<file path="config.mk">
export PLATFORM = sky130hd
export DESIGN_NAME = ptab_ctrl
export DESIGN_NICKNAME = d
export VERILOG_FILES = /design/src/hdl/ptab_pkg.sv /design/src/hdl/ptab_ctrl.sv
export SDC_FILE = /design/constraint.sdc
export NUM_CORES = 1
export LEC_CHECK = 0
export BUFFER_PORTS_ARGS = -buffer_cell sky130_fd_sc_hd__buf_2
export CAP_MARGIN = 10
export CORE_AREA = 2 2 39 41
export DETAILED_ROUTE_END_ITERATION = 8
export DIE_AREA = 0 0 41 43
export SYNTH_ARGS = -nofsm -noshare
export SYNTH_HDL_FRONTEND = slang
export SYNTH_SLANG_ARGS = --single-unit
</file>
<file path="constraint.sdc">
create_clock -name clk_i -period 1.18 [get_ports clk_i]
set_input_delay 0.059 -clock clk_i [delete_from_list [all_inputs] [get_ports clk_i]]
set_output_delay 0.059 -clock clk_i [all_outputs]
set_load 0.02 [all_outputs]
</file>
<file path="src/hdl/ptab_pkg.sv">
// ----------------------------------------------------------------------------
// ptab_pkg
// Shared types and constants of the two-level page table engine.
// ----------------------------------------------------------------------------
package ptab_pkg;

  localparam int unsigned ADDR_W     = 32;
  localparam int unsigned FLAGS_W    = 12;
  localparam int unsigned PAGE_OFS_W = 12;
  localparam int unsigned DIR_IDX_W  = 10;
  localparam int unsigned TBL_IDX_W  = 10;
  localparam int unsigned DIR_DEPTH  = 1 << DIR_IDX_W;
  localparam int unsigned TBL_DEPTH  = 1 << (DIR_IDX_W + TBL_IDX_W);
  localparam int unsigned STATUS_W   = 3;

  // Directory entry flags: present and writable.
  localparam logic [ADDR_W-1:0] DIR_FLAGS = ADDR_W'(32'h3);

  typedef enum logic [0:0] {
    OP_MAP    = 1'b0,
    OP_LOOKUP = 1'b1
  } ptab_op_e;

  typedef enum logic [STATUS_W-1:0] {
    STAT_OK          = 3'd0,
    STAT_MISALIGNED  = 3'd1,
    STAT_PRESENT     = 3'd2,
    STAT_NO_TABLE    = 3'd3,
    STAT_NOT_MAPPED  = 3'd4
  } ptab_status_e;

  typedef enum logic [2:0] {
    PS_INIT,
    PS_IDLE,
    PS_EVAL,
    PS_CLEAR,
    PS_FINISH
  } ptab_state_e;

  // Commands from the controller to the datapath.
  typedef struct packed {
    logic         capture;     // take the item and read both memories
    logic         dir_clr;     // write zero to directory slot at the counter
    logic         dir_new;     // create the directory slot of the item
    logic         tbl_wr;      // write the item's page entry
    logic         tbl_clr;     // write one entry of the new table
    logic         cnt_inc;     // advance the sweep counter
    logic         load_out;    // load the result register
    ptab_status_e out_status;
    logic         out_frame;   // result address is the looked-up frame
  } ptab_cmd_t;

  // Status from the datapath to the controller.
  typedef struct packed {
    ptab_op_e op;
    logic     va_misal;
    logic     pa_misal;
    logic     tpage_zero;
    logic     override;
    logic     dir_present;
    logic     ent_present;
    logic     cnt_last;
    logic     out_free;
  } ptab_stat_t;

endpackage

</file>
<file path="src/hdl/ptab_ctrl.sv">
// ----------------------------------------------------------------------------
// ptab_ctrl
// Controller: sequences reset sweep, item evaluation and table clears.
// ----------------------------------------------------------------------------
module ptab_ctrl (
  input  logic                  clk_i,
  input  logic                  rst_ni,
  input  logic                  req_valid_i,
  output logic                  req_ready_o,
  input  ptab_pkg::ptab_stat_t  stat_i,
  output ptab_pkg::ptab_cmd_t   cmd_o
);
  import ptab_pkg::*;

  ptab_state_e state_q, state_d;

  always_ff @(posedge clk_i or negedge rst_ni) begin
    if (!rst_ni) begin
      state_q <= PS_INIT;
    end else begin
      state_q <= state_d;
    end
  end

  // Next state.
  always_comb begin
    state_d = state_q;
    case (state_q)
      PS_INIT: begin
        if (stat_i.cnt_last) state_d = PS_IDLE;
      end
      PS_IDLE: begin
        if (req_valid_i) state_d = PS_EVAL;
      end
      PS_EVAL: begin
        if (stat_i.op == OP_MAP && !stat_i.va_misal && !stat_i.pa_misal &&
            !stat_i.dir_present && !stat_i.tpage_zero) begin
          state_d = PS_CLEAR;
        end else if (stat_i.out_free) begin
          state_d = PS_IDLE;
        end
      end
      PS_CLEAR: begin
        if (stat_i.cnt_last) state_d = PS_FINISH;
      end
      PS_FINISH: begin
        if (stat_i.out_free) state_d = PS_IDLE;
      end
      default: state_d = PS_INIT;
    endcase
  end

  // Outputs.
  always_comb begin
    cmd_o            = '0;
    cmd_o.out_status = STAT_OK;
    req_ready_o      = 1'b0;
    case (state_q)
      PS_INIT: begin
        cmd_o.dir_clr = 1'b1;
        cmd_o.cnt_inc = 1'b1;
      end
      PS_IDLE: begin
        req_ready_o   = 1'b1;
        cmd_o.capture = req_valid_i;
      end
      PS_EVAL: begin
        if (stat_i.op == OP_LOOKUP) begin
          cmd_o.load_out = stat_i.out_free;
          if (stat_i.va_misal || !stat_i.dir_present || !stat_i.ent_present) begin
            cmd_o.out_status = STAT_NOT_MAPPED;
          end else begin
            cmd_o.out_frame = 1'b1;
          end
        end else if (stat_i.va_misal || stat_i.pa_misal) begin
          cmd_o.load_out   = stat_i.out_free;
          cmd_o.out_status = STAT_MISALIGNED;
        end else if (!stat_i.dir_present) begin
          if (stat_i.tpage_zero) begin
            cmd_o.load_out   = stat_i.out_free;
            cmd_o.out_status = STAT_NO_TABLE;
          end else begin
            cmd_o.dir_new = 1'b1;
          end
        end else if (stat_i.ent_present && !stat_i.override) begin
          cmd_o.load_out   = stat_i.out_free;
          cmd_o.out_status = STAT_PRESENT;
        end else begin
          cmd_o.load_out = stat_i.out_free;
          cmd_o.tbl_wr   = stat_i.out_free;
        end
      end
      PS_CLEAR: begin
        cmd_o.tbl_clr = 1'b1;
        cmd_o.cnt_inc = 1'b1;
      end
      PS_FINISH: begin
        cmd_o.load_out = stat_i.out_free;
      end
      default: begin
        cmd_o = '0;
      end
    endcase
  end

endmodule

</file>
==> results by group, run 1 <==
Outcome
  • Status: complete, but fails checks
  • Violated checks: setup timing

Setup path
  • WP data required: around 1.1 ns
  • Worst Path Arrival: ~1.4 ns
  • Endpoint type of the worst setup path: output port
  • Worst setup path category: reg -> out
  • Crit-path cells: nor2_2, and2_4, nand2_4, nor3_4, buf_6
  • Critical path peak fanout: 5
  • CP max stage delay: about 0.42 ns
  • Crit-path slowest cell: dfrtp_1
  • Critical path launch point type: register

Placement
  • GPL Wtd Cong: 0.6984
  • Port bufs: 23
  • Detail Placement HPWL: approximately 910 microns

Die
  • Initial Util: between 20% and 30%
  • Die ar.: between 0.0015 and 0.002 sq mm
  • Die width: 41 microns
  • Core area: approximately 0.0014 sq mm
  • Top Ports: 24
  • DIE HEIGHT: 43 microns
  • Rows: 14

Global routing
  • Initial antenna violation count: 0
  • GRT Overall Usage: between 10% and 20%
  • Remaining Overflow, GRT: 0
  • Largest net degree at the start of global routing: 7
  • First-pass GRT wire length: between 2 and 2.5 mm
  • Vias in the first global route: between 500 and 600
  • Layer with the highest usage: met2
  • GR Util met1: a little under a fifth
  • Met3 GRT Util: 0.5236%
  • Met2 GRT Util: a little under a third

Power and ir drop
  • Pwr Total: approximately 1.7 mW
  • Power density over cell area: approximately 2100 mW/mm^2
  • P_leak: between 0.3 and 0.4 nW
  • Maximum vdd drop: approximately 0.66 mV

Timing
  • Final Hold Viols: 0
  • Hold slack: about 0.09 ns
  • Max Fclk: approximately 0.70 GHz
  • Final setup fails: 14
  • Final worst slack: -0.2471 ns
  • RSZ-0062 raised after global routing: true
  • Worst slew margin: between 80% and 90%
  • Min Tclk post-route: 1.427 ns
  • Final Slew Violations: 0
  • Period utilization: 120.9%
  • Slew @ Worst Pin: about 0.30 ns
  • Final setup skew: between 0.0004 and 0.0005 ns

Yosys
  • Area contributors post-synth: dfrtp_1, nor2_1, and2_1, nand2_1, o32ai_2
  • Async S/R FF share, synth: 100.0%
  • Synth Register Bits: 3
  • Count leader, synth: nor2_1
  • Post-Syn Area per Cell: just over 7 sq um
  • Post-synth EDFFs: 0
  • Mapped Cells: 50
  • List of most frequent post-synthesis cells: nor2_1, nand2_1
  • Largest area contributor in the netlist: dfrtp_1
  • Share of the synthesized area in the top cell type: between 20% and 30%
  • Yosys warns: 0
  • Mapped Area: roughly 360 sq um
  • Top FF cell, synth: dfrtp_1
  • Syn_nets: 62
  • Sequential area share after synthesis: between 20% and 30%
  • Synth cell types: 27

Clock network
  • Bufs on Longest Clock Path: 2
  • Clk_lat worst skew: roughly 0.24 ns
  • CTS tree: done
  • CTS Buf Count: 3
  • CTS H-tree lvls: 1
  • Clock transition at path regs: 0.04 ns
  • Clock root cell: clkbuf_4
  • Sink Count: 3

Route
  • DR vias: around 520
  • Routed length per instance: approximately 12 microns
  • 1st-pass router iterations: 1
  • DR iter-0 viols: 0
  • Vias/cell: between 4 and 5
  • Final ANT Viol Nets: 0
  • DRC Markers: 0
  • Drt total wl: around 1.3 mm

Finish
  • Biggest regs: state_q (3)
  • Seq. cell area: 77.57 sq um
  • Max reg flops: 3
  • ANT cells: 0
  • Filler instances: 131
  • Final net count: around 110
  • Area growth syn-to-layout: 127.0%
  • Multi-input logic area: 361.6 sq um
  • Fin util: roughly 59%
  • Share of cells above drive strength 1: around 70%
  • Biggest register: state_q

Flow run
  • Max-cap violations: 0

Hold path
  • Hold Path Class: in -> reg
[report_power, final]
part	internal, mW	switching (mW)	total (mW)
registers	0.148	0.0658	0.214
clock network	0.127	0.0582	0.185
logic	0.709	0.615	1.32
total	0.983	0.739	1.72
[path summary, 6_finish.rpt]
kind | to | start | cells past startpoint | slack (ns)
max | cmd_o[0] | state_q[0]$_DFFE_PN0P_ | 5 | -0.25
max reg2reg | state_q[2]$_DFFE_PN0P_ | state_q[1]$_DFFE_PN0P_ | 7 | -0.03
min in group asynchronous | state_q[1]$_DFFE_PN0P_ | rst_ni | 2 | 0.15
max in group asynchronous | state_q[2]$_DFFE_PN0P_ | rst_ni | 2 | 0.91
min reg2reg | state_q[2]$_DFFE_PN0P_ | state_q[1]$_DFFE_PN0P_ | 2 | 0.69
min | state_q[2]$_DFFE_PN0P_ | stat_i[0] | 2 | 0.09
[layout by cell type, fill, tap and decap left out]
| master | n |
|---|---|
| mux2_2 | 1 |
| nor2_1 | 3 |
| clkbuf_1 | 1 |
| nand2b_4 | 1 |
| nor2b_1 | 2 |
| o32ai_2 | 1 |
| and2_4 | 1 |
| inv_2 | 1 |
| nor4b_1 | 1 |
| nor2_2 | 3 |
| o21ai_1 | 1 |
| nor2_4 | 3 |
| dfrtp_1 | 1 |
| inv_6 | 1 |
| or3_4 | 1 |
| buf_2 | 13 |
| or2_4 | 1 |
| nor3_2 | 1 |
| nand2_4 | 1 |
| dlygate4sd3_1 | 1 |
| o2bb2ai_1 | 1 |
| nor3_4 | 3 |
| nand2b_1 | 1 |
| nand2_1 | 4 |
| and3_1 | 1 |
| buf_6 | 11 |
| buf_4 | 16 |
| o31ai_1 | 1 |
| a211oi_1 | 1 |
| clkbuf_4 | 3 |
| dfrtp_2 | 2 |
| and2_1 | 2 |
| a21oi_1 | 1 |
| inv_1 | 1 |
| o31ai_2 | 1 |
| nand3_4 | 1 |
| o22ai_1 | 1 |
| mux2i_1 | 1 |
| o41ai_1 | 1 |
| o211ai_1 | 1 |
[area by class of cell]
type,count,share of cell area [%]
timing repair buffer,41,38.87
multi-input combinational,42,44.05
tap,16,2.439
sequential,3,9.451
clock buffer,4,3.201
inverter,3,1.982
[metrics by stage]
stage	setup slack, ns	cells	cell area [sq um]	setup TNS, ns
2_1_floorplan	-0.03359	50	409.1	-0.04478
3_3_place_gp	-0.1053	99	621.8	-0.4699
3_5_place_dp	-0.1124	99	621.8	-0.5481
4_1_cts	-0.2647	107	780.7	-2.313
5_1_grt	-0.3212	109	820.8	-3.092
6_report	-0.2471	109	820.8	-2.195
[per-layer routing]
metal | wire (microns) | vias to the layer above
li1 | - | 266
met1 | 481 | 228
met2 | 743 | 21
met3 | 65 | 4
met4 | 46 | 0
met5 | 0 | -
[critical path: cells and delay by family, from the launching register on]
family | cells | cell delay, ns
and+or+nand+nor | 4 | 0.57
buffers and inverters | 1 | 0.14
DFF | 1 | 0.42
[repair_timing]
item                                    in CTS  in global routing
endpoints found under the setup margin      15                 15
resized for setup                           31                  8
pin swaps                                    6                  2
endpoints found under the hold margin        3                  0
setup buffers                                3                  2
hold buffers                                 1                  0
[logic make-up (layout without fill, tap and decap cells)]
group                  count (synthesis)  in the layout  synth area share, %
AOI/OAI and AO/OA                     10             10                23.53
buffers and inverters                  5             48                5.882
DFF                                    3              3                20.76
muxes                                  2              2                5.882
and+or+nand+nor                       30             30                43.94
(Power assumes the default switching activity.)
==> run 2: changes to the inputs <==
--- a/config.mk
+++ b/config.mk
@@ -7,9 +7,10 @@
 export LEC_CHECK = 0
 export BUFFER_PORTS_ARGS = -buffer_cell sky130_fd_sc_hd__buf_2
 export CAP_MARGIN = 10
-export CORE_AREA = 2 2 39 41
+export CORE_AREA = 10 10 47 49
 export DETAILED_ROUTE_END_ITERATION = 8
-export DIE_AREA = 0 0 41 43
+export DIE_AREA = 0 0 57 59
 export SYNTH_ARGS = -nofsm -noshare
 export SYNTH_HDL_FRONTEND = slang
 export SYNTH_SLANG_ARGS = --single-unit
+export TNS_END_PERCENT = 10
==> results by group, run 2 (synthesis gave the netlist of run 1 again) <==
Setup path
  • Crit-path slowest cell: dfrtp_2 (was dfrtp_1)
  • R2r endpoint: state_q[1]$_DFFE_PN0P_ (was state_q[2]$_DFFE_PN0P_)
  • FF-to-FF Start: state_q[0]$_DFFE_PN0P_ (was state_q[1]$_DFFE_PN0P_)
  • Endpoint type of the worst setup path: output port (unchanged)
  • R2R Setup Slk: -0.17 ns (was -0.03 ns)
  • Worst Path Arrival: 1.39 ns (was 1.37 ns)
  • Worst setup path category: reg -> out (unchanged)
  • WP data required: 1.12 ns (about the same)
  • Critical path launch point type: register (unchanged)
  • CP max stage delay: 0.43 ns (was 0.42 ns)
  • Critical path peak fanout: 5 (unchanged)
  • Crit-path cells: nor2_4, and2_4, nand2_4, nor3_4, buf_6 (was nor2_2, and2_4, nand2_4, nor3_4, buf_6)
  • R2r worst-path depth: 4 (was 7)

Global routing
  • Vias in the first global route: 637 (was 523)
  • Layer with the highest usage: met2 (unchanged)
  • First-pass GRT wire length: 2.739 mm (was 2.104 mm)
  • Initial antenna violation count: 0 (unchanged)
  • Remaining Overflow, GRT: 0 (unchanged)
  • GR Util met1: 9.146% (was 18.01%)
  • GRT Overall Usage: 10.20% (was 17.97%)
  • Largest net degree at the start of global routing: 9 (was 7)
  • Met3 GRT Util: 6.652% (was 0.5236%)
  • Met2 GRT Util: 17.83% (was 30.63%)

Route
  • Final ANT Viol Nets: 0 (unchanged)
  • Drt total wl: 1.527 mm (was 1.336 mm)
  • DR iter-0 viols: 6 (was 0)
  • Vias/cell: 5.028 (was 4.761)
  • DR vias: 538 (was 519)
  • Routed length per instance: 14.27 microns (was 12.26 microns)
  • DRC Markers: 0 (unchanged)
  • 1st-pass router iterations: 4 (was 1)

Timing
  • Final worst slack: -0.2718 ns (was -0.2471 ns)
  • Period utilization: 123.0% (was 120.9%)
  • Final Hold Viols: 0 (unchanged)
  • Final setup fails: 13 (was 14)
  • RSZ-0062 raised after global routing: true (unchanged)
  • Slew @ Worst Pin: 0.2717 ns (was 0.2979 ns)
  • Min Tclk post-route: 1.452 ns (was 1.427 ns)
  • Final setup skew: 0.0006279 ns (was 0.0004473 ns)
  • Final Slew Violations: 0 (unchanged)
  • Max Fclk: 0.6888 GHz (was 0.7007 GHz)
  • Worst slew margin: 81.63% (was 80.10%)

Finish
  • ANT cells: 0 (unchanged)
  • Share of cells above drive strength 1: 72.53% (was 70.97%)
  • Commonest cells after routing, fill and taps aside: buf_4, buf_2, buf_6 (unchanged)
  • Biggest regs: state_q (3) (unchanged)
  • Max reg flops: 3 (unchanged)
  • Area growth syn-to-layout: 124.9% (was 127.0%)
  • Final net count: 104 (was 106)
  • Commonest non-fill, non-tap cell in the layout: buf_4 (unchanged)
  • Cell area after layout: 813.3 sq um (was 820.8 sq um)
  • Biggest register: state_q (unchanged)

Hold path
  • Hold EP: state_q[1]$_DFFE_PN0P_ (was state_q[2]$_DFFE_PN0P_)
  • Hold Path Class: in -> reg (unchanged)
  • Hold path depth: 2 (unchanged)
  • Hold Crit Start: stat_i[1] (was stat_i[0])

Die
  • Initial Util: 25.80% (was 26.13%)
  • DIE HEIGHT: 59 microns (was 43 microns)
  • Die ar.: 0.003363 sq mm (was 0.001763 sq mm)
  • Core area: 0.001401 sq mm (was 0.001384 sq mm)
  • Die width: 57 microns (was 41 microns)
  • Rows: 14 (unchanged)
  • Top Ports: 24 (unchanged)

Clock network
  • CTS Buf Count: 3 (unchanged)
  • CTS H-tree lvls: 1 (unchanged)
  • Clock transition at path regs: 0.04 ns (about the same)
  • Clk_lat worst skew: 0.24 ns (about the same)
  • Bufs on Longest Clock Path: 2 (unchanged)
  • Sink Count: 3 (unchanged)
  • CTS tree: done (unchanged)
  • Clock root cell: clkbuf_4 (unchanged)

Outcome
  • Status: complete, but fails checks (unchanged)
  • Violated checks: setup timing (unchanged)

Flow run
  • Max-cap violations: 0 (unchanged)

Power and ir drop
  • Maximum vdd drop: 0.8804 mV (was 0.6639 mV)
  • P_leak: 0.3886 nW (was 0.3940 nW)
  • Pwr Total: 1.749 mW (was 1.722 mW)
  • Power density over cell area: 2151 mW/mm^2 (was 2098 mW/mm^2)

Placement
  • Detail Placement HPWL: 1.080 mm (was 914.2 microns)
  • Placed cell area: 616.8 sq um (was 621.8 sq um)
  • Port bufs: 23 (unchanged)
  • GPL Wtd Cong: 0.7552 (was 0.6984)
run 2: changes by cell type in the layout (fill, tap and decap cells not counted), sizes merged:
| cell | delta |
|---|---|
| buf | -2 |
run 2: power breakdown:
group	switching, mW	internal, mW
Combinational	0.616	0.703
Clock	0.0640	0.127
Sequential	0.0877	0.151
run 2: critical path: cells and delay by family (launching register included):
family	cells	cell delay, ns
buffers and inverters	1	0.14
flip-flops	1	0.43
AND/OR/NAND/NOR	4	0.57
run 2: how the worst max path moves through the flow:
stage	startpoint	end	slack [ns]	cells after the start
6_report	state_q[0]$_DFFE_PN0P_	cmd_o[0]	-0.27	5
2_1_floorplan	state_q[0]$_DFFE_PN0P_	cmd_o[0]	-0.05	5
3_3_place_gp	state_q[2]$_DFFE_PN0P_	cmd_o[0]	-0.1	5
4_1_cts	state_q[2]$_DFFE_PN0P_	cmd_o[0]	-0.24	5
5_1_grt	state_q[2]$_DFFE_PN0P_	cmd_o[0]	-0.33	5
3_5_place_dp	state_q[2]$_DFFE_PN0P_	cmd_o[0]	-0.13	5
run 2: timing repair:
item / in CTS / in global routing
hold buffers: 1 / 0
pin swaps: 2 / 2
hold endpoints to repair: 3 / 0
endpoints found under the setup margin: 14 / 15
buffers inserted: 3 / 0
gates resized for setup: 34 / 7
run 2: metal layers:
metal | up-vias | wire length, microns
li1 | 260 | -
met1 | 252 | 571
met2 | 24 | 793
met3 | 2 | 145
met4 | 0 | 16
met5 | - | 0
run 2: layout make-up:
type | count | area, sq um
well taps | 16 | 20.02
multi-input cells | 42 | 371.6
flip-flops and latches | 3 | 78.83
repair buffers | 39 | 305.3
inverters | 3 | 11.26
fillers | 147 | 588.1
clock buffers | 4 | 26.28
run 2: stage by stage:
stage / setup slack, ns / setup TNS (ns) / hold slack [ns] / util (%) / cells
after floorplan: -0.04619 / -0.1589 / -0.2366 / - / 50
after global placement: -0.09666 / -0.5044 / -0.1428 / 44.02 / 99
after detailed placement: -0.1258 / -0.6381 / -0.1417 / 44.02 / 99
after CTS: -0.2410 / -2.187 / 0.04458 / 55.89 / 107
after global routing: -0.3336 / -3.257 / 0.09538 / 58.04 / 107
final: -0.2718 / -2.429 / 0.09313 / 58.04 / 107
